### src/rtl/btpm_ram.sv
// -----------------------------------------------------------------------------
// btpm_ram
// Generic single-port synchronous RAM with registered read data.
// -----------------------------------------------------------------------------
module btpm_ram #(
   parameter int WIDTH = 8,
   parameter int DEPTH = 16
) (
   input  logic                     clock,
   input  logic                     we,
   input  logic [$clog2(DEPTH)-1:0] addr,
   input  logic [WIDTH-1:0]         wdata,
   output logic [WIDTH-1:0]         rdata
);

   logic [WIDTH-1:0] mem [DEPTH];
   logic [WIDTH-1:0] rdata_ff;

   always_ff @(posedge clock) begin
      if (we) begin
         mem[addr] <= wdata;
      end
      rdata_ff <= mem[addr];
   end

   assign rdata = rdata_ff;

endmodule

### config.mk
export PLATFORM = sky130hd
export DESIGN_NAME = btpm_ram
export DESIGN_NICKNAME = d
export VERILOG_FILES = /design/src/rtl/btpm_ram.sv
export SDC_FILE = /design/constraint.sdc
export NUM_CORES = 1
export LEC_CHECK = 0
export ABC_AREA = 0
export ABC_CLOCK_PERIOD_IN_PS = 3900
export BUFFER_PORTS_ARGS = -buffer_cell sky130_fd_sc_hd__clkbuf_2
export CAP_MARGIN = 20
export CORE_ASPECT_RATIO = 0.5
export CORE_MARGIN = 2
export CORE_UTILIZATION = 65
export DETAILED_ROUTE_END_ITERATION = 7
export GPL_ROUTABILITY_DRIVEN = 1
export PLACE_DENSITY = 0.83
export SLEW_MARGIN = 20
export SYNTH_ARGS = -nofsm -noshare
export SYNTH_HDL_FRONTEND = slang
export SYNTH_SLANG_ARGS = --single-unit
### constraint.sdc
create_clock -name clock -period 3.9 [get_ports clock]
set_input_delay 0.975 -clock clock [delete_from_list [all_inputs] [get_ports clock]]
set_output_delay 0.975 -clock clock [all_outputs]
set_load 0.005 [all_outputs]
# --- Word-level counts from Yosys, hierarchy flattened ---
# Memory sizes are Yosys's and may differ from the RTL's. A register that Yosys moved wholly into a read port is not among the register bits.
# Cells that the tools add are included.
totals:
  ff_bits: 0
  ramBits: 128
  word_cells: 3
  n_memories: 1
memory_table:
  columns: ["memory", "words", "word_bits", "read_ports", "rd_clocked_by_memory_dff", "wr", "line_no", "text"]
  rows:
  - ["mem", 16, 8, 1, 1, 1, "16", "logic [WIDTH-1:0] mem [DEPTH];"]
classes:
  muxes: 2
op_table:
  columns: ["cell", "count"]
  rows:
  - ["$mux 1", 2]

# --- Logic depth before layout (Yosys ltp) ---
# Gate-level depths: netlist (run 1).
depth:
  word_depth: 2
  ltp_mapped: 5
  mapped_depth_nobuf: 3

# --- Worst setup path after synthesis (run 1) ---
# OpenSTA, ideal clock, no wires.
synth_path:
  path_type: "input -> register"
  startpoint: "in addr[2]"
  endpoint: "mem mem[0][0], enable pin"
  setup_ps: 383
  t_arrival_ps: 2085
  t_required_ps: 3517
  slack_ps: 1432
  path_stages: 2
  path_buffers: 0
  path_cell_list: "or3b_2 -> nor3_1"
synth_rtl:
  columns: ["element", "line_no", "text"]
  rows:
  - ["start, declared", "11", "input logic [$clog2(DEPTH)-1:0] addr,"]
  - ["end, declared", "16", null]
# No word-level cell before the write port.

# --- Worst setup path after layout (run 1) ---
layout_path:
  startpoint: "in addr[0]"
  endpoint: "mem mem[11][0], enable pin"
# No word-level cell before the write port.

==> reports/metrics.yaml, run 1 <==
worst_setup_path:
  path_cells: "clkbuf_2, nand2_1, nor2_1"
  slowest_delay_ps: 720
  required_ps: 3930
  critical_path_arrival_ps: 2550
  cp-end-kind: "register"
  path_class: "in2reg"
  crit_path_start_kind: "input pin"
  crit_family: "simple AND/OR/NAND/NOR gates"
  slowest_stage: "nor2_1"
  critPathMaxFanout: 23
  path_buf_inv: 1
timing:
  rsz0062_at_grt: "no"
  drv_slew: 0
  relSlewSlack_pct: 38.6
  skew_ps: 7.49
  setup_viol: 0
  post-route-period-util_pct: 64.7
  fin_setup_tns_ps: 0
  max_freq_ghz: 0.396
  final.min_clock_period_ps: 2520
  hold_viol: 0
  hold_ws_ps: 676
  tightest_slew_ps: 917
clock_tree:
  cts_hold_buf: 0
  cts_root_buffer: "clkbuf_16"
  clk_pin_slew_ps: 50
  clk_path_buf_depth: 2
  cts_made_buffers: 17
  htreeDepth: 4
  ctsResizeCount: 0
  cts_sinks: 136
  cts_setup_buffers: 0
  cts_tree: "done"
  clk_latency_ps: 410
grt:
  antenna_found_initial: 0
  track_usage_pct: 27.2
  grt_pass1_wl_um: 15300
  busiest_layer: "met2"
  grt_overflow_total: 0
  grt_max_degree: 24
  use_met1_pct: 37.4
  grt_pass1_vias: 2598
  use_met3_pct: 9.14
  use_met2_pct: 41.1
placement:
  io_buffers: 21
  dp_cells: 343
  dp_hpwl_um: 5990
  place_congestion: 0.799
synth:
  syn-num-nets: 244
  synth-seq-cells: 136
  synth_common_cells: "edfxtp_1, mux4_2, a22oi_1, nor2_1, nand2_1"
  netlist_top_cells_area: "edfxtp_1, mux4_2, dfxtp_1"
  synth_top_area_share_pct: 75.9
  ys_async_sr_fraction_pct: 0
  yosys_warnings: 0
  synth_cell_types: 18
  avgSynthCellArea_sq_um: 22.0
  synth_edf_count: 128
  synth_top_area_cell: "edfxtp_1"
  post-synth-top-count-cell: "edfxtp_1"
  synth_area_sq_um: 5070
  syn_inst: 230
  ys_seq_area_share_pct: 79.0
  synth_flop_cell: "edfxtp_1"
floorplanning:
  die_w_um: 129
  die-area_sq_um: 8560
  io_pins: 22
  start_util_pct: 68.2
  die_h_um: 66.4
  num_rows: 22
  core-area_sq_um: 7430
pwr:
  leakagePower_nw: 1.95
  total_power_mw: 3.38
  peakVddDrop_v: 0.000395
  power.density_nw_per_um2: 574
flow_run:
  drv_cap: 0
hold_path:
  hold_path_class: "reg2reg"
final_layout:
  multi_input_area_sq_um: 1000
  syn_to_final_growth_pct: 16.0
  fin_cells: 375
  nets: 280
  seqCellArea_sq_um: 4000
  fillCellCount: 354
  drive_above_1_share_pct: 32.6
  antennaDiodeCount: 0
routing:
  routed_wl_um: 10100
  wire_per_inst_um: 27.1
  vias_per_cell: 6.57
  antenna_left: 0
  first_pass_iters: 5
  route.detailed.drc: 0
  drt-initial-drc-count: 304
  vias: 2465
status:
  run_status: "finished, final reports clean"
[cell type report]
cell class,instances,share of cell area [%]
timing repair buffer,28,2.68
tap,96,2.04
multi-input combinational,83,17.1
sequential,136,68.1
clock inverter,8,1.57
clock buffer,24,8.53
[routing by layer]
metal,part of all wire (%),up-vias,wire (um)
met5,0,-,0
met3,8.5,17,864
met2,48,120,4900
met1,42,1287,4220
li1,-,1041,-
met4,1.6,0,162
[power by group]
| part | leakage, nW | internal (mW) | switching (mW) | total [mW] |
|---|---|---|---|---|
| logic | 0.432 | 0.0601 | 0.0898 | 0.150 |
| clock network | 0.296 | 1.02 | 0.561 | 1.58 |
| registers | 1.22 | 1.64 | 0.0111 | 1.65 |
| total | 1.95 | 2.72 | 0.662 | 3.38 |
[through the flow]
stage / instance area [sq um] / utilization, % / setup slack [ps]
global placement: 5290 / 71.1 / 1020
detailed placement: 5290 / 71.1 / 948
global route: 5880 / 79.1 / 1200
finish: 5880 / 79.1 / 1380
floorplan: 5070 / - / 1430
CTS: 5880 / 79.1 / 1380
[kinds of logic after synthesis]
group / after synthesis / synth area share [%]
buf+inv: 11 / 1.19
mux: 32 / 14.2
simple gates: 35 / 3.21
compound gates: 16 / 2.37
flops: 136 / 79.0
[worst min-delay path, stage by stage (launching register included)]
cell and delay, ps:
edfxtp_1 310, mux4_2 220, a22oi_1 60, nand2_1 50
[registers in the layout, indices dropped and copies added, names as in the netlist]
name	count
mem	128
rdata	8
[worst paths after layout]
kind | start | depth (start not counted) | end | slack [ps]
setup / recovery | addr[0] | 3 | mem[11][0] | 1380
hold / removal | mem[13][2] | 3 | rdata[2] | 680
setup reg to reg | mem[0][7] | 3 | rdata[7] | 2380
hold reg to reg | mem[13][2] | 3 | rdata[2] | 680
[cells in the final DEF (no fill, tap or decap), drive strengths merged, types with 2 or more instances in the layout]
master,instances
clkbuf,45
nor3,4
nand2,9
nor2b,2
clkinv,5
nand2b,2
dfxtp,8
edfxtp,128
bufinv,2
nand3b,2
mux4,32
nor2,13
buf,7
a22oi,16
No activity file was read; power rests on OpenSTA's default activity.
==> inputs of run 2 (changes only) <==
--- a/config.mk
+++ b/config.mk
@@ -6,15 +6,15 @@
 export NUM_CORES = 1
 export LEC_CHECK = 0
 export ABC_AREA = 0
-export ABC_CLOCK_PERIOD_IN_PS = 3900
+export ABC_CLOCK_PERIOD_IN_PS = 2200
 export BUFFER_PORTS_ARGS = -buffer_cell sky130_fd_sc_hd__clkbuf_2
 export CAP_MARGIN = 20
 export CORE_ASPECT_RATIO = 0.5
 export CORE_MARGIN = 2
-export CORE_UTILIZATION = 65
+export CORE_UTILIZATION = 54
 export DETAILED_ROUTE_END_ITERATION = 7
 export GPL_ROUTABILITY_DRIVEN = 1
-export PLACE_DENSITY = 0.83
+export PLACE_DENSITY = 0.74
 export SLEW_MARGIN = 20
 export SYNTH_ARGS = -nofsm -noshare
 export SYNTH_HDL_FRONTEND = slang
==> constraint.sdc (replaced) <==
create_clock -name clock -period 2.2 [get_ports clock]
set_input_delay 0.55 -clock clock [delete_from_list [all_inputs] [get_ports clock]]
set_output_delay 0.55 -clock clock [all_outputs]
set_load 0.005 [all_outputs]
==> reports/metrics.yaml, run 2 (synthesized netlist as in run 1, its figures left out) <==
timing:
  final.min_clock_period_ps: 1610
  skew_ps: 6.31
  fin_setup_tns_ps: 0
  max_freq_ghz: 0.619
  hold_viol: 0
  relSlewSlack_pct: 57.9
  rsz0062_at_grt: "no"
  drv_slew: 0
  setup_viol: 0
  tightest_slew_ps: 631
  hold_ws_ps: 585
  post-route-period-util_pct: 73.4
placement:
  place_congestion: 0.787
  post_dp_cell_area_sq_um: 5510
  io_buffers: 21
  dp_hpwl_um: 6080
routing:
  vias: 2436
  wire_per_inst_um: 21.8
  routed_wl_um: 9070
  vias_per_cell: 5.84
  route.detailed.drc: 0
  drt-initial-drc-count: 293
  first_pass_iters: 5
  antenna_left: 0
clock_tree:
  ctsResizeCount: 0
  cts_hold_buf: 0
  htreeDepth: 4
  cts_made_buffers: 17
  cts_tree: "done"
  clk_path_buf_depth: 2
  cts_sinks: 136
  cts_setup_buffers: 0
  cts_root_buffer: "clkbuf_16"
  clk_pin_slew_ps: 50
  clk_latency_ps: 400
status:
  run_status: "finished, final reports clean"
floorplanning:
  die_h_um: 72.5
  die_w_um: 141
  start_util_pct: 56.8
  core-area_sq_um: 8920
  die-area_sq_um: 10200
  num_rows: 24
  io_pins: 22
pwr:
  total_power_mw: 5.88
  power.density_nw_per_um2: 969
  leakagePower_nw: 2.06
  peakVddDrop_v: 0.000657
grt:
  track_usage_pct: 19.9
  grt_pass1_wl_um: 14200
  grt_overflow_total: 0
  antenna_found_initial: 0
  grt_max_degree: 20
  grt_pass1_vias: 2488
worst_setup_path:
  slowest_delay_ps: 520
  crit_path_start_kind: "input pin"
  critical_path_arrival_ps: 1890
  path_class: "in2reg"
  path_cells: "clkbuf_2, buf_12, mux4_2, a22oi_1, nand2_1"
  slowest_stage: "mux4_2"
  required_ps: 2480
  critPathMaxFanout: 19
  cp-end-kind: "register"
final_layout:
  fillCellCount: 524
  fin_area_sq_um: 6070
  seqCellArea_sq_um: 4000
  largest_register: "mem"
  nets: 301
  drive_above_1_share_pct: 36.0
  syn_to_final_growth_pct: 19.9
  final_common_cell: "edfxtp_1"
  mostFrequentLayoutCells: "edfxtp_1, mux4_2, buf_4"
  multi_input_area_sq_um: 1000
  antennaDiodeCount: 0
  largest_reg_flops: 128
hold_path:
  hold_path_class: "in2reg"
flow_run:
  drv_cap: 0
==> run 2: critical path: cells and delay by family <==
kind / cells / cell delay [ps]
multiplexers: 1 / 520
buffers and inverters: 2 / 410
AO/OA/AOI/OAI: 1 / 300
AND/OR/NAND/NOR: 1 / 100
==> run 2: final timing paths <==
check,cells after the start,start,end,slack (ps)
setup / recovery,5,addr[0],rdata[4],590
hold reg to reg,3,mem[6][2],rdata[2],710
setup reg to reg,3,mem[2][5],rdata[5],840
hold / removal,1,wdata[6],mem[2][6],580
==> run 2: power by group <==
| group | internal [mW] | switching [mW] | total (mW) |
|---|---|---|---|
| registers | 2.90 | 0.0181 | 2.92 |
| logic | 0.126 | 0.155 | 0.281 |
| clock network | 1.75 | 0.936 | 2.69 |
| total | 4.77 | 1.11 | 5.88 |
==> run 2: area by class of cell <==
cell class / instances / share of cell area, %
Clock buffer: 19 / 7.13
Clock inverter: 13 / 2.22
Multi-Input combinational cell: 83 / 16.5
Sequential cell: 136 / 65.9
Tap cell: 117 / 2.41
Timing Repair Buffer: 49 / 5.81
==> run 2: through the flow <==
step	utilization, %	setup slack, ps	std cells
after floorplan	-	157	230
after global placement	61.7	238	385
after detailed placement	61.7	210	385
after CTS	68.1	612	417
after global routing	68.1	555	417
final	68.1	585	417
==> run 2: metal layers <==
| layer | up-vias | part of all wire, % | global-route usage, % |
|---|---|---|---|
| met5 | - | 0 | 0 |
| met4 | 0 | 0.94 | 8.33 |
| met3 | 11 | 6.4 | 6.60 |
| met2 | 101 | 48 | 30.2 |
| met1 | 1245 | 45 | 27.5 |
| li1 | 1079 | - | - |
==> inputs of run 3 (changes only) <==
--- a/config.mk
+++ b/config.mk
@@ -6,7 +6,7 @@
 export NUM_CORES = 1
 export LEC_CHECK = 0
 export ABC_AREA = 0
-export ABC_CLOCK_PERIOD_IN_PS = 2200
+export ABC_CLOCK_PERIOD_IN_PS = 1300
 export BUFFER_PORTS_ARGS = -buffer_cell sky130_fd_sc_hd__clkbuf_2
 export CAP_MARGIN = 20
 export CORE_ASPECT_RATIO = 0.5
==> constraint.sdc (replaced) <==
create_clock -name clock -period 1.3 [get_ports clock]
set_input_delay 0.325 -clock clock [delete_from_list [all_inputs] [get_ports clock]]
set_output_delay 0.325 -clock clock [all_outputs]
set_load 0.005 [all_outputs]
==> reports/metrics.yaml, run 3 (synthesized netlist as in run 1, its figures left out) <==
worst_setup_path:
  critPathMaxFanout: 1
  critical_path_arrival_ps: 1690
  path_class: "reg2reg"
  required_ps: 1600
  cp-end-kind: "register"
  crit_path_start_kind: "register"
grt:
  grt_max_degree: 18
  grt_pass1_wl_um: 16300
  grt_pass1_vias: 2679
  grt_overflow_total: 0
  antenna_found_initial: 0
  track_usage_pct: 23.9
final_layout:
  fin_cells: 423
  final_util_pct: 72.5
  drive_above_1_share_pct: 48.7
  largest_reg_flops: 128
  syn_to_final_growth_pct: 27.5
  nets: 307
  fillCellCount: 494
  antennaDiodeCount: 0
  final_common_cell: "edfxtp_1"
  mostFrequentLayoutCells: "edfxtp_1, mux4_2, buf_4"
  largest_register: "mem"
placement:
  dp_cells: 389
  dp_hpwl_um: 6790
  place_congestion: 0.851
  io_buffers: 21
  dp_slack_ps: -544
timing:
  skew_ps: 5.69
  setup_viol: 6
  tightest_slew_ps: 855
  fin_setup_tns_ps: -369
  rsz0062_at_grt: "yes"
  max_freq_ghz: 0.720
  hold_viol: 0
  post-route-period-util_pct: 107
  fin_ws_ps: -88.4
  final.min_clock_period_ps: 1390
  drv_slew: 0
  relSlewSlack_pct: 42.9
floorplanning:
  die_w_um: 141
  start_util_pct: 56.8
  core-area_sq_um: 8920
  die-area_sq_um: 10200
  num_rows: 24
  die_h_um: 72.5
  io_pins: 22
routing:
  antenna_left: 0
  drt-initial-drc-count: 294
  first_pass_iters: 5
  vias: 2533
  wire_per_inst_um: 25.9
  vias_per_cell: 5.99
  route.detailed.drc: 0
  routed_wl_um: 10900
status:
  run_status: "finished with violations"
  failed_checks: "negative setup slack"
clock_tree:
  cts_sinks: 136
  cts_hold_buf: 0
  cts_made_buffers: 17
  cts_root_buffer: "clkbuf_16"
  clk_pin_slew_ps: 60
  cts_tree: "done"
  htreeDepth: 4
  clk_path_buf_depth: 2
  clk_latency_ps: 410
pwr:
  power.density_nw_per_um2: 1600
  leakagePower_nw: 2.15
  total_power_mw: 10.3
  peakVddDrop_v: 0.00110
hold_path:
  hold_path_class: "in2reg"
flow_run:
  drv_cap: 0
==> run 3: cell count changes in the layout (fill, tap and decap cells not counted), moves of 7 or more <==
| cell | previous run | this run |
|---|---|---|
| nor2_1 | 13 | 1 |
| nor2_4 | 0 | 12 |
| a22oi_2 | 0 | 9 |
| buf_12 | 3 | 10 |
| a22oi_1 | 16 | 7 |
==> run 3: power breakdown <==
part           switching [mW]  leakage, nW  internal [mW]
registers              0.0362         1.22           4.90
logic                   0.344        0.645          0.289
clock network            1.77        0.279           2.99
total                    2.15         2.15           8.18
==> run 3: timing repair <==
action	CTS	global route
setup buffers	0	1
gates cloned	0	1
setup endpoints to repair	8	16
pin swaps	4	5
endpoints found under the hold margin	0	0
gates resized for setup	7	8
==> run 3: layout make-up <==
| class | instances | area, sq um | area share, % |
|---|---|---|---|
| flip-flops and latches | 136 | 4000 | 62.0 |
| multi-input cells | 83 | 1220 | 18.8 |
| repair buffers | 55 | 509 | 7.88 |
| clock buffers | 18 | 429 | 6.64 |
| clock inverters | 14 | 158 | 2.44 |
| well taps | 117 | 146 | 2.27 |
==> run 3: final timing paths <==
check,start,to,slack [ps],depth (start not counted)
hold / removal,wdata[0],mem[7][0],380,1
setup reg to reg,mem[3][1],rdata[1],-90,4
setup / recovery,mem[3][1],rdata[1],-90,4
hold reg to reg,mem[14][3],rdata[3],690,3
==> run 3: per-stage QoR <==
step | cell area, sq um | hold slack (ps)
floorplan | 5280 | 424
global placement | 5780 | 669
detailed placement | 5780 | 683
CTS | 6400 | 376
global route | 6460 | 390
finish | 6460 | 382
==> run 3: critical path, stage by stage, from the launching register on <==
cell and delay, ps:
edfxtp_1 360, mux4_2 510, a22oi_2 190, buf_4 170, nand2_2 50
==> run 3: layer usage <==
layer  GRT usage [%]  part of all wire [%]  up-vias  wire length (um)
li1                -                     -     1097                 -
met1            31.9                    39     1297              4280
met2            37.3                    49      112              5340
met3            6.20                   9.3       27              1020
met4            12.7                   2.9        0               312
met5               0                     0        -                 0
