File: config.mk
export PLATFORM = sky130hd
export DESIGN_NAME = btpm_walk
export DESIGN_NICKNAME = d
export VERILOG_FILES = /design/src/rtl/btpm_pkg.sv /design/src/rtl/btpm_walk.sv
export SDC_FILE = /design/constraint.sdc
export NUM_CORES = 1
export LEC_CHECK = 0
export BUFFER_PORTS_ARGS = -buffer_cell sky130_fd_sc_hd__buf_2
export CELL_PAD_IN_SITES_DETAIL_PLACEMENT = 0
export CELL_PAD_IN_SITES_GLOBAL_PLACEMENT = 2
export CORE_ASPECT_RATIO = 1.2
export CORE_UTILIZATION = 32
export DETAILED_ROUTE_END_ITERATION = 12
export GPL_TIMING_DRIVEN = 0
export HOLD_SLACK_MARGIN = 0.02
export PLACE_DENSITY = 0.88
export RECOVER_POWER = 100
export SLEW_MARGIN = 20
export SYNTH_ARGS = -nofsm -noshare
export SYNTH_HDL_FRONTEND = slang
export SYNTH_SLANG_ARGS = --single-unit
File: constraint.sdc
create_clock -name clock -period 5.1 [get_ports clock]
set_input_delay 0.255 -clock clock [delete_from_list [all_inputs] [get_ports clock]]
set_output_delay 0.255 -clock clock [all_outputs]
set_load 0.02 [all_outputs]
File: src/rtl/btpm_pkg.sv
// -----------------------------------------------------------------------------
// btpm_pkg
// Shared constants and types of the binary trie prefix matcher.
// -----------------------------------------------------------------------------
package btpm_pkg;

   localparam int NODES     = 1024;
   localparam int ADDR_BITS = 32;

   localparam int IDX_W  = $clog2(NODES);
   localparam int FREE_W = $clog2(NODES + 1);
   localparam int LVL_W  = $clog2(ADDR_BITS + 1);
   localparam int REQ_ADDR_W = 32;
   localparam int PLEN_W     = 6;

   localparam logic FUNC_INSERT = 1'b0;
   localparam logic FUNC_LOOKUP = 1'b1;

   typedef struct packed {
      logic [IDX_W-1:0] child0;
      logic [IDX_W-1:0] child1;
      logic             mark;
   } node_type;

   localparam int NODE_W = $bits(node_type);

   typedef struct packed {
      logic                 func;
      logic [ADDR_BITS-1:0] addr;
      logic [LVL_W-1:0]     limit;
   } cmd_type;

   typedef struct packed {
      logic done;
      logic found;
      logic full;
   } res_type;

endpackage

File: src/rtl/btpm_walk.sv
// -----------------------------------------------------------------------------
// btpm_walk
// Trie walk sequencer: one level per cycle through the node memory (an insert
// pauses in ST_LINK for the parent link write-back), plus node allocation and prefix marking.
// -----------------------------------------------------------------------------
module btpm_walk (
   input  logic                       clock,
   input  logic                       reset,
   input  logic                       start,
   input  btpm_pkg::cmd_type          cmd,
   input  logic                       ack,
   output btpm_pkg::res_type          res,
   output logic                       ram_we,
   output logic [btpm_pkg::IDX_W-1:0] ram_addr,
   output logic [btpm_pkg::NODE_W-1:0] ram_wdata,
   input  logic [btpm_pkg::NODE_W-1:0] ram_rdata
);
   import btpm_pkg::*;

   typedef enum logic [3:0] {
      ST_IDLE = 4'b0001,
      ST_EVAL = 4'b0010,
      ST_LINK = 4'b0100,
      ST_DONE = 4'b1000
   } state_type;

   state_type            state_ff, state_in;
   logic                 func_ff, func_in;
   logic [ADDR_BITS-1:0] addr_ff, addr_in;
   logic [LVL_W-1:0]     limit_ff, limit_in;
   logic [LVL_W-1:0]     level_ff, level_in;
   logic [IDX_W-1:0]     cur_idx_ff, cur_idx_in;
   node_type             cur_word_ff, cur_word_in;
   logic                 rd_pend_ff, rd_pend_in;
   node_type             link_word_ff, link_word_in;
   logic [IDX_W-1:0]     link_idx_ff, link_idx_in;
   node_type             root_ff, root_in;
   logic [FREE_W-1:0]    next_free_ff, next_free_in;
   logic                 found_ff, found_in;
   logic                 full_ff, full_in;

   node_type             word;
   node_type             word_upd;
   logic                 bit_sel;
   logic [IDX_W-1:0]     nxt;
   logic [IDX_W-1:0]     new_idx;
   logic                 at_end;
   logic                 cur_is_root;

   always_comb begin
      cur_is_root = (cur_idx_ff == '0);
      if (cur_is_root) begin
         word = root_ff;
      end else if (rd_pend_ff) begin
         word = node_type'(ram_rdata);
      end else begin
         word = cur_word_ff;
      end
      bit_sel = addr_ff[ADDR_BITS-1];
      nxt     = bit_sel ? word.child1 : word.child0;
      at_end  = (level_ff == limit_ff);
      new_idx = next_free_ff[IDX_W-1:0];
      word_upd = word;
      if (bit_sel) begin
         word_upd.child1 = new_idx;
      end else begin
         word_upd.child0 = new_idx;
      end
   end

   always_comb begin
      state_in     = state_ff;
      func_in      = func_ff;
      addr_in      = addr_ff;
      limit_in     = limit_ff;
      level_in     = level_ff;
      cur_idx_in   = cur_idx_ff;
      cur_word_in  = cur_word_ff;
      rd_pend_in   = 1'b0;
      link_word_in = link_word_ff;
      link_idx_in  = link_idx_ff;
      root_in      = root_ff;
      next_free_in = next_free_ff;
      found_in     = found_ff;
      full_in      = full_ff;
      ram_we       = 1'b0;
      ram_addr     = cur_idx_ff;
      ram_wdata    = NODE_W'(word);

      case (state_ff)
         ST_IDLE: begin
            if (start) begin
               func_in    = cmd.func;
               addr_in    = cmd.addr;
               limit_in   = cmd.limit;
               level_in   = '0;
               cur_idx_in = '0;
               found_in   = 1'b0;
               full_in    = 1'b0;
               state_in   = ST_EVAL;
            end
         end

         ST_EVAL: begin
            if (func_ff == FUNC_LOOKUP) begin
               if (word.mark) begin
                  found_in = 1'b1;
                  state_in = ST_DONE;
               end else if (at_end || nxt == '0) begin
                  state_in = ST_DONE;
               end else begin
                  // follow the existing branch
                  ram_addr   = nxt;
                  rd_pend_in = 1'b1;
                  cur_idx_in = nxt;
                  level_in   = LVL_W'(level_ff + 1'b1);
                  addr_in    = addr_ff << 1;
               end
            end else begin
               if (at_end) begin
                  // mark the prefix end
                  if (cur_is_root) begin
                     root_in.mark = 1'b1;
                  end else begin
                     ram_we    = 1'b1;
                     ram_addr  = cur_idx_ff;
                     ram_wdata = NODE_W'({word.child0, word.child1, 1'b1});
                  end
                  state_in = ST_DONE;
               end else if (nxt != '0) begin
                  ram_addr   = nxt;
                  rd_pend_in = 1'b1;
                  cur_idx_in = nxt;
                  level_in   = LVL_W'(level_ff + 1'b1);
                  addr_in    = addr_ff << 1;
               end else if (next_free_ff == FREE_W'(NODES)) begin
                  full_in  = 1'b1;
                  state_in = ST_DONE;
               end else begin
                  // allocate a fresh node, then link it into its parent
                  ram_we       = 1'b1;
                  ram_addr     = new_idx;
                  ram_wdata    = '0;
                  cur_idx_in   = new_idx;
                  cur_word_in  = '0;
                  next_free_in = FREE_W'(next_free_ff + 1'b1);
                  level_in     = LVL_W'(level_ff + 1'b1);
                  addr_in      = addr_ff << 1;
                  if (cur_is_root) begin
                     root_in = word_upd;
                  end else begin
                     link_word_in = word_upd;
                     link_idx_in  = cur_idx_ff;
                     state_in     = ST_LINK;
                  end
               end
            end
         end

         ST_LINK: begin
            ram_we    = 1'b1;
            ram_addr  = link_idx_ff;
            ram_wdata = NODE_W'(link_word_ff);
            state_in  = ST_EVAL;
         end

         ST_DONE: begin
            if (ack) begin
               state_in = ST_IDLE;
            end
         end

         default: begin
            state_in = ST_IDLE;
         end
      endcase
   end

   always_ff @(posedge clock) begin
      if (reset) begin
         state_ff     <= ST_IDLE;
         rd_pend_ff   <= 1'b0;
         root_ff      <= '0;
         next_free_ff <= FREE_W'(1);
      end else begin
         state_ff     <= state_in;
         rd_pend_ff   <= rd_pend_in;
         root_ff      <= root_in;
         next_free_ff <= next_free_in;
      end
   end

   always_ff @(posedge clock) begin
      func_ff      <= func_in;
      addr_ff      <= addr_in;
      limit_ff     <= limit_in;
      level_ff     <= level_in;
      cur_idx_ff   <= cur_idx_in;
      cur_word_ff  <= cur_word_in;
      link_word_ff <= link_word_in;
      link_idx_ff  <= link_idx_in;
      found_ff     <= found_in;
      full_ff      <= full_in;
   end

   assign res.done  = (state_ff == ST_DONE);
   assign res.found = found_ff;
   assign res.full  = full_ff;

endmodule

### Word-level counts from Yosys, hierarchy flattened

Cells that the tools add are included.

| cells by class | value |
|---|---|
| $add $sub $neg | 2 |
| equal/unequal tests | 23 |
| mux-type cells | 71 |
| bitwise gates (word level) | 6 |
| reductions and logical operators | 16 |

Operator list:

| cell | number |
|---|---|
| 32-bit two-way mux | 7 |
| 21-bit two-way mux | 6 |
| 10-bit two-way mux | 10 |
| 32-bit case mux with 2 select lines | 1 |
| 6-bit two-way mux | 7 |
| 21-bit case mux with 2 select lines | 1 |
| 10-bit case mux with 2 select lines | 2 |
| 4-bit two-way mux | 9 |
| 6-bit AND reduction | 4 |
| 1-bit two-way mux | 23 |
| 10-bit logical NOT | 2 |
| 2-bit != test, second input constant | 10 |
| 4-bit case mux with 4 select lines | 1 |
| 5-bit AND reduction | 3 |
| 4-bit != test, second input constant | 3 |
| 6-bit case mux with 2 select lines | 1 |
| 11-bit by 1-bit adder with 11-bit output, second input constant | 1 |
| 11-bit equality test, second input constant | 1 |
| 10-bit nonzero test | 1 |
| 3-bit != test, second input constant | 3 |
| 6-bit by 1-bit adder with 6-bit output, second input constant | 1 |
| 6-bit equality test | 1 |
| 1-bit NOT | 6 |
| 1-bit case mux with 2 select lines | 3 |
| 10 further kinds | 11 |

| storage, ports and cells | value |
|---|---|
| register bits | 125 |
| bits of input ports | 64 |
| output and inout bits | 35 |
| logic and storage cells | 135 |

### Logic depth before layout (Yosys ltp)

| logic depth | value |
|---|---|
| depth after elaboration | 9 |
| gate-level depth with buffers | 11 |
| mapped depth without buffers | 9 |

### Worst setup path before layout

OpenSTA, ideal clock, no wires.

| path | value |
|---|---|
| kind | register -> register |
| from | register cur_idx_ff[6] |
| to | register addr_ff[0], enable pin |
| library setup time | 0.492 ns |
| arrival time | 4.923 ns |
| data required time | 4.608 ns |
| setup slack | -0.314 ns |
| stages on the path, launching flop included | 8 |
| path buffers | 1 |
| clock period less this slack | 5.414 ns |
| cells stage by stage | edfxtp_1 > or4_4 > nor3_4 > mux2i_1 > nand4b_4 > clkbuf_1 > o211ai_1 > a21boi_0 |

| between the ends | value |
|---|---|
| longest elaborated chain between the ends | 7 |
| elaborated cells between the ends (all ways) | 10 |
| classes of those cells | eq/ne (3); mux (2); reduce/logical (5) |

Ends and longest elaborated chain:

| what | RTL line | RTL |
|---|---|---|
| from (decl) | btpm_walk.sv:32 | `logic [IDX_W-1:0] cur_idx_ff, cur_idx_in;` |
| from (signal assigned) | btpm_walk.sv:198 | `cur_idx_ff <= cur_idx_in;` |
| 10-bit logical NOT * | btpm_walk.sv:51 | `cur_is_root = (cur_idx_ff == '0);` |
| 21-bit two-way mux * | btpm_walk.sv:52 | `if (cur_is_root) begin` |
| 10-bit two-way mux | btpm_walk.sv:60 | `nxt = bit_sel ? word.child1 : word.child0;` |
| 10-bit logical NOT | btpm_walk.sv:109 | `end else if (at_end \|\| nxt == '0) begin` |
| 1-bit logical OR | btpm_walk.sv:109 |  |
| 3-bit != test (no line) | -- |  |
| 6-bit AND reduction (no line) * | -- |  |
| to (signal assigned) | btpm_walk.sv:195 | `addr_ff <= addr_in;` |
| to (decl) | btpm_walk.sv:29 | `logic [ADDR_BITS-1:0] addr_ff, addr_in;` |

Every way passes the cells marked *; elsewhere a longest branch is shown, timed or not.
A chain may end at the register's enable or synchronous reset.

### Final worst setup path

| path | value |
|---|---|
| from | register cur_idx_ff[0] |
| to | output port ram_wdata[2] in the netlist's numbering |

| between the ends | value |
|---|---|
| longest elaborated chain between the ends | 8 |
| elaborated cells between the ends (all ways) | 9 |
| classes of those cells | mux (7); reduce/logical (2) |

Ends and longest elaborated chain:

| what | RTL line | RTL |
|---|---|---|
| 10-bit logical NOT * | btpm_walk.sv:51 |  |
| 21-bit two-way mux * | btpm_walk.sv:52 |  |
| 10-bit two-way mux | btpm_walk.sv:60 |  |
| 10-bit nonzero test | btpm_walk.sv:130 | `end else if (nxt != '0) begin` |
| 21-bit two-way mux | btpm_walk.sv:130 |  |
| 21-bit two-way mux | btpm_walk.sv:120 | `if (at_end) begin` |
| 21-bit two-way mux | btpm_walk.sv:105 | `if (func_ff == FUNC_LOOKUP) begin` |
| 21-bit case mux with 2 select lines * | btpm_walk.sv:90 | `case (state_ff)` |
| to (decl) | btpm_walk.sv:15 | `output logic [btpm_pkg::NODE_W-1:0] ram_wdata,` |

Marked as above.

==> impl_metrics.py <==
metrics = {
    "run_status": {
        "outcome": "finished, final reports clean",
    },
    "setup_path": {
        "slowest_delay_ns": 0.60,
        "critical-path-top-delay-family": "simple AND/OR/NAND/NOR gates",
        "critical_path_cell_count": 10,
        "crit_slowest_cell": "or4_1",
        "crit_path_start_kind": "register",
        "critical_path_maximum_fanout": 10,
        "crit_path_end_kind": "output pin",
        "arrival_ns": 4.23,
        "cp.buffers_inverters": 3,
        "rr_worst_depth": 8,
        "worstPathCellList": "or4_1 > nor3_1 > mux2i_1 > nand4b_1 > or2_1 > clkbuf_1 > buf_2 > nand2_1 > o21ai_0 > clkbuf_1",
        "required_time_of_the_critical_path_ns": 4.85,
        "critical-path-top-cell-by-count": "clkbuf_1",
        "critical_path_class": "reg2out",
    },
    "grt": {
        "antenna_violations_before_repair": 0,
        "wire_length_of_the_first_global_routing_pass_um": 32580,
        "global_route.usage.total": 0.2034,
        "grt.overflow.total": 0,
        "number_of_global_route_vias_before_repair": 5804,
        "largest_net_degree_at_the_start_of_global_routing": 24,
    },
    "floorplanning": {
        "die_area_um2": 21180,
        "rows": 57,
        "ios": 99,
        "initial_core_util": 0.3266,
        "fp.coreArea_um2": 20180,
        "chip_width_um": 133.0,
        "dieHeight_um": 159.2,
    },
    "logic_synthesis": {
        "synth.most_common_cell": "nand2_1",
        "synth_top_cell_by_area": "edfxtp_1",
        "synth-warning-count": 0,
        "postSynth.topFlopCell": "edfxtp_1",
        "yosysTopAreaCellShare": 0.4009,
        "syn_inst": 716,
        "netlist_top_cells_count": "nand2_1 (193), edfxtp_1 (88), o21ai_0 (48)",
        "post_synth.cell_area_avg_um2": 9.206,
        "synthesis.area_um2": 6591,
        "syn-num-nets": 783,
        "async_reset_ff_frac": 0,
        "synth-edff-count": 88,
        "synth.area.top_cells": "edfxtp_1 (40%), dfxtp_1 (11%), nand2_1 (11%), o21ai_0 (3.6%), a21oi_1 (3.2%)",
        "synth_seq_area_share": 0.5133,
        "synth_cell_types": 63,
        "synth-seq-cells": 125,
    },
    "drt": {
        "drc": 0,
        "initialDrtViolationCount": 427,
        "via_count": 5910,
        "drt_pass1_iterations": 5,
        "ant_nets": 0,
        "wl_um": 20880,
        "post_drt_via_cell_ratio": 5.277,
        "route.detailed.wl_per_inst_um": 18.65,
    },
    "sta": {
        "max_frequency_ghz": 0.2230,
        "final_max_slew_viol_count": 0,
        "fin_tns_setup_ns": 0,
        "final_hold_viol_count": 0,
        "fin_ws_ns": 0.6162,
        "grt_setup_unrepaired": "false",
        "timing.max_slew.rel_slack": 0.4675,
        "final_min_period_over_clock_period": 0.8792,
        "hold_ws_ns": 0.09238,
        "fin_worst_skew_ns": 0.01288,
        "period_needed_ns": 4.484,
        "timing.final.setup_violations": 0,
        "worst-slew-pin-transition_ns": 0.7888,
    },
    "cells_and_area": {
        "filler_cell_count": 2089,
        "drive_gt1_frac": 0.1474,
        "final_design_area_no_fill_um2": 8112,
        "area_growth_syn_to_layout_pct": 23.06,
        "layout.nets": 909,
        "area_of_combinational_cells_with_multiple_inputs_um2": 2945,
        "final-instance-count-excl-fill": 1120,
        "number_of_diodes": 0,
        "seqCellArea_um2": 3383,
    },
    "clock_network": {
        "htreeDepth": 4,
        "numClockSinks": 125,
        "ctsRootBufferMaster": "clkbuf_16",
        "clock_path_buffers": 2,
        "cts.reportedPaths.clkPinSlew_ns": 0.06,
        "number_of_setup_buffers_added_after_cts": 0,
        "cts_tree": "yes",
        "number_of_buffers_created_by_cts": 17,
        "worstSkewPairLatency_ns": 0.43,
    },
    "worst_hold_path": {
        "worstHoldPathCells": 3,
        "hold_class": "in2reg",
    },
    "flow_run": {
        "drv_cap": 0,
    },
    "power_and_ir_drop": {
        "power.static_leakage_nw": 3.076,
        "powerDensity_nw_per_um2": 381.3,
        "irDropWorstVdd_mv": 0.2398,
    },
    "place": {
        "place.port_buffers": 97,
        "detailed_place.area_um2": 7493,
        "place.detailed.hpwl_um": 15130,
        "dp_cells": 1081,
        "place.gp.congestion": 0.8859,
        "placement.setup.worst_slack_ns": 1.187,
    },
}
-- report_power, final --
group | internal, mW | switching, mW
logic | 0.168 | 0.324
registers | 1.24 | 0.0707
clock network | 0.817 | 0.471
total | 2.23 | 0.866
-- layer usage --
layer	global-route usage	vias up	wire length [um]
met5	0	-	0
met4	0.09143	0	668
met3	0.04585	45	1161
met2	0.3382	232	10080
met1	0.2501	2813	8970
li1	-	2820	-
-- logic make-up (layout without fill, tap and decap cells) --
group | count (synthesis) | after routing | share of synthesized area
flops | 125 | 125 | 0.5133
fa+ha+maj | 3 | 3 | 0.005695
compound gates | 164 | 164 | 0.1591
xor+xnor | 19 | 19 | 0.02525
simple gates | 318 | 318 | 0.2162
mux | 26 | 26 | 0.04233
buf+inv | 61 | 200 | 0.03815
-- area by class of cell --
| type | count | share of cell area |
|---|---|---|
| clock inverters | 14 | 0.02391 |
| inverters | 12 | 0.005553 |
| clock buffers | 18 | 0.05291 |
| well taps | 265 | 0.04088 |
| repair buffers | 107 | 0.07157 |
| multi-input cells | 530 | 0.3631 |
| plain buffers | 49 | 0.02499 |
| flip-flops and latches | 125 | 0.4171 |
-- layout by cell type, fill, tap and decap left out, drive strengths merged, types with 5 or more instances in the layout --
master,instances
xor2,8
o31ai,12
dfxtp,37
and3,9
a22oi,10
edfxtp,88
clkinvlp,5
nor4b,6
mux2,15
a22o,6
nor3,12
dlygate4sd3,7
nand3,12
a221o,6
buf,81
a21o,6
o211ai,5
nor2,47
nand2,194
a21oi,44
clkbuf,86
inv,13
o21ai,50
xnor2,11
and2,11
nor4,13
mux2i,11
-- stage by stage --
stage,util,power [mW]
after floorplan,-,1.639
after global placement,0.3671,1.809
after detailed placement,0.3713,1.834
after CTS,0.4056,3.131
after global routing,0.4019,3.223
final,0.4019,3.093
-- path summary, 6_finish.rpt --
kind         slack, ns                        to                        start
min reg2reg       0.50  root_ff[11]$_SDFFE_PP0P_     root_ff[11]$_SDFFE_PP0P_
min               0.09     addr_ff[13]$_DFFE_PP_                      cmd[19]
max               0.62              ram_wdata[2]  cur_idx_ff[0]$_SDFFCE_PN0P_
max reg2reg       0.73      addr_ff[7]$_DFFE_PP_  cur_idx_ff[0]$_SDFFCE_PN0P_
-- registers in the layout (all words and copies together), names as in the netlist, 6 cells and up --
| signal | flops |
|---|---|
| addr_ff | 32 |
| link_word_ff | 21 |
| root_ff | 21 |
| next_free_ff | 11 |
| cur_idx_ff | 10 |
| link_idx_ff | 10 |
| level_ff | 6 |
| limit_ff | 6 |
-- timing repair --
| action | 4_1_cts | 5_1_grt |
|---|---|---|
| hold buffers | 7 | 0 |
| hold endpoints to repair | 7 | 0 |
| gates resized for setup | 0 | 0 |
-- tightest hold or removal path, stage by stage --
cell and delay, ns:
buf_2 0.07, nand2_1 0.04, nand2_1 0.05
(Power assumes the default switching activity.)
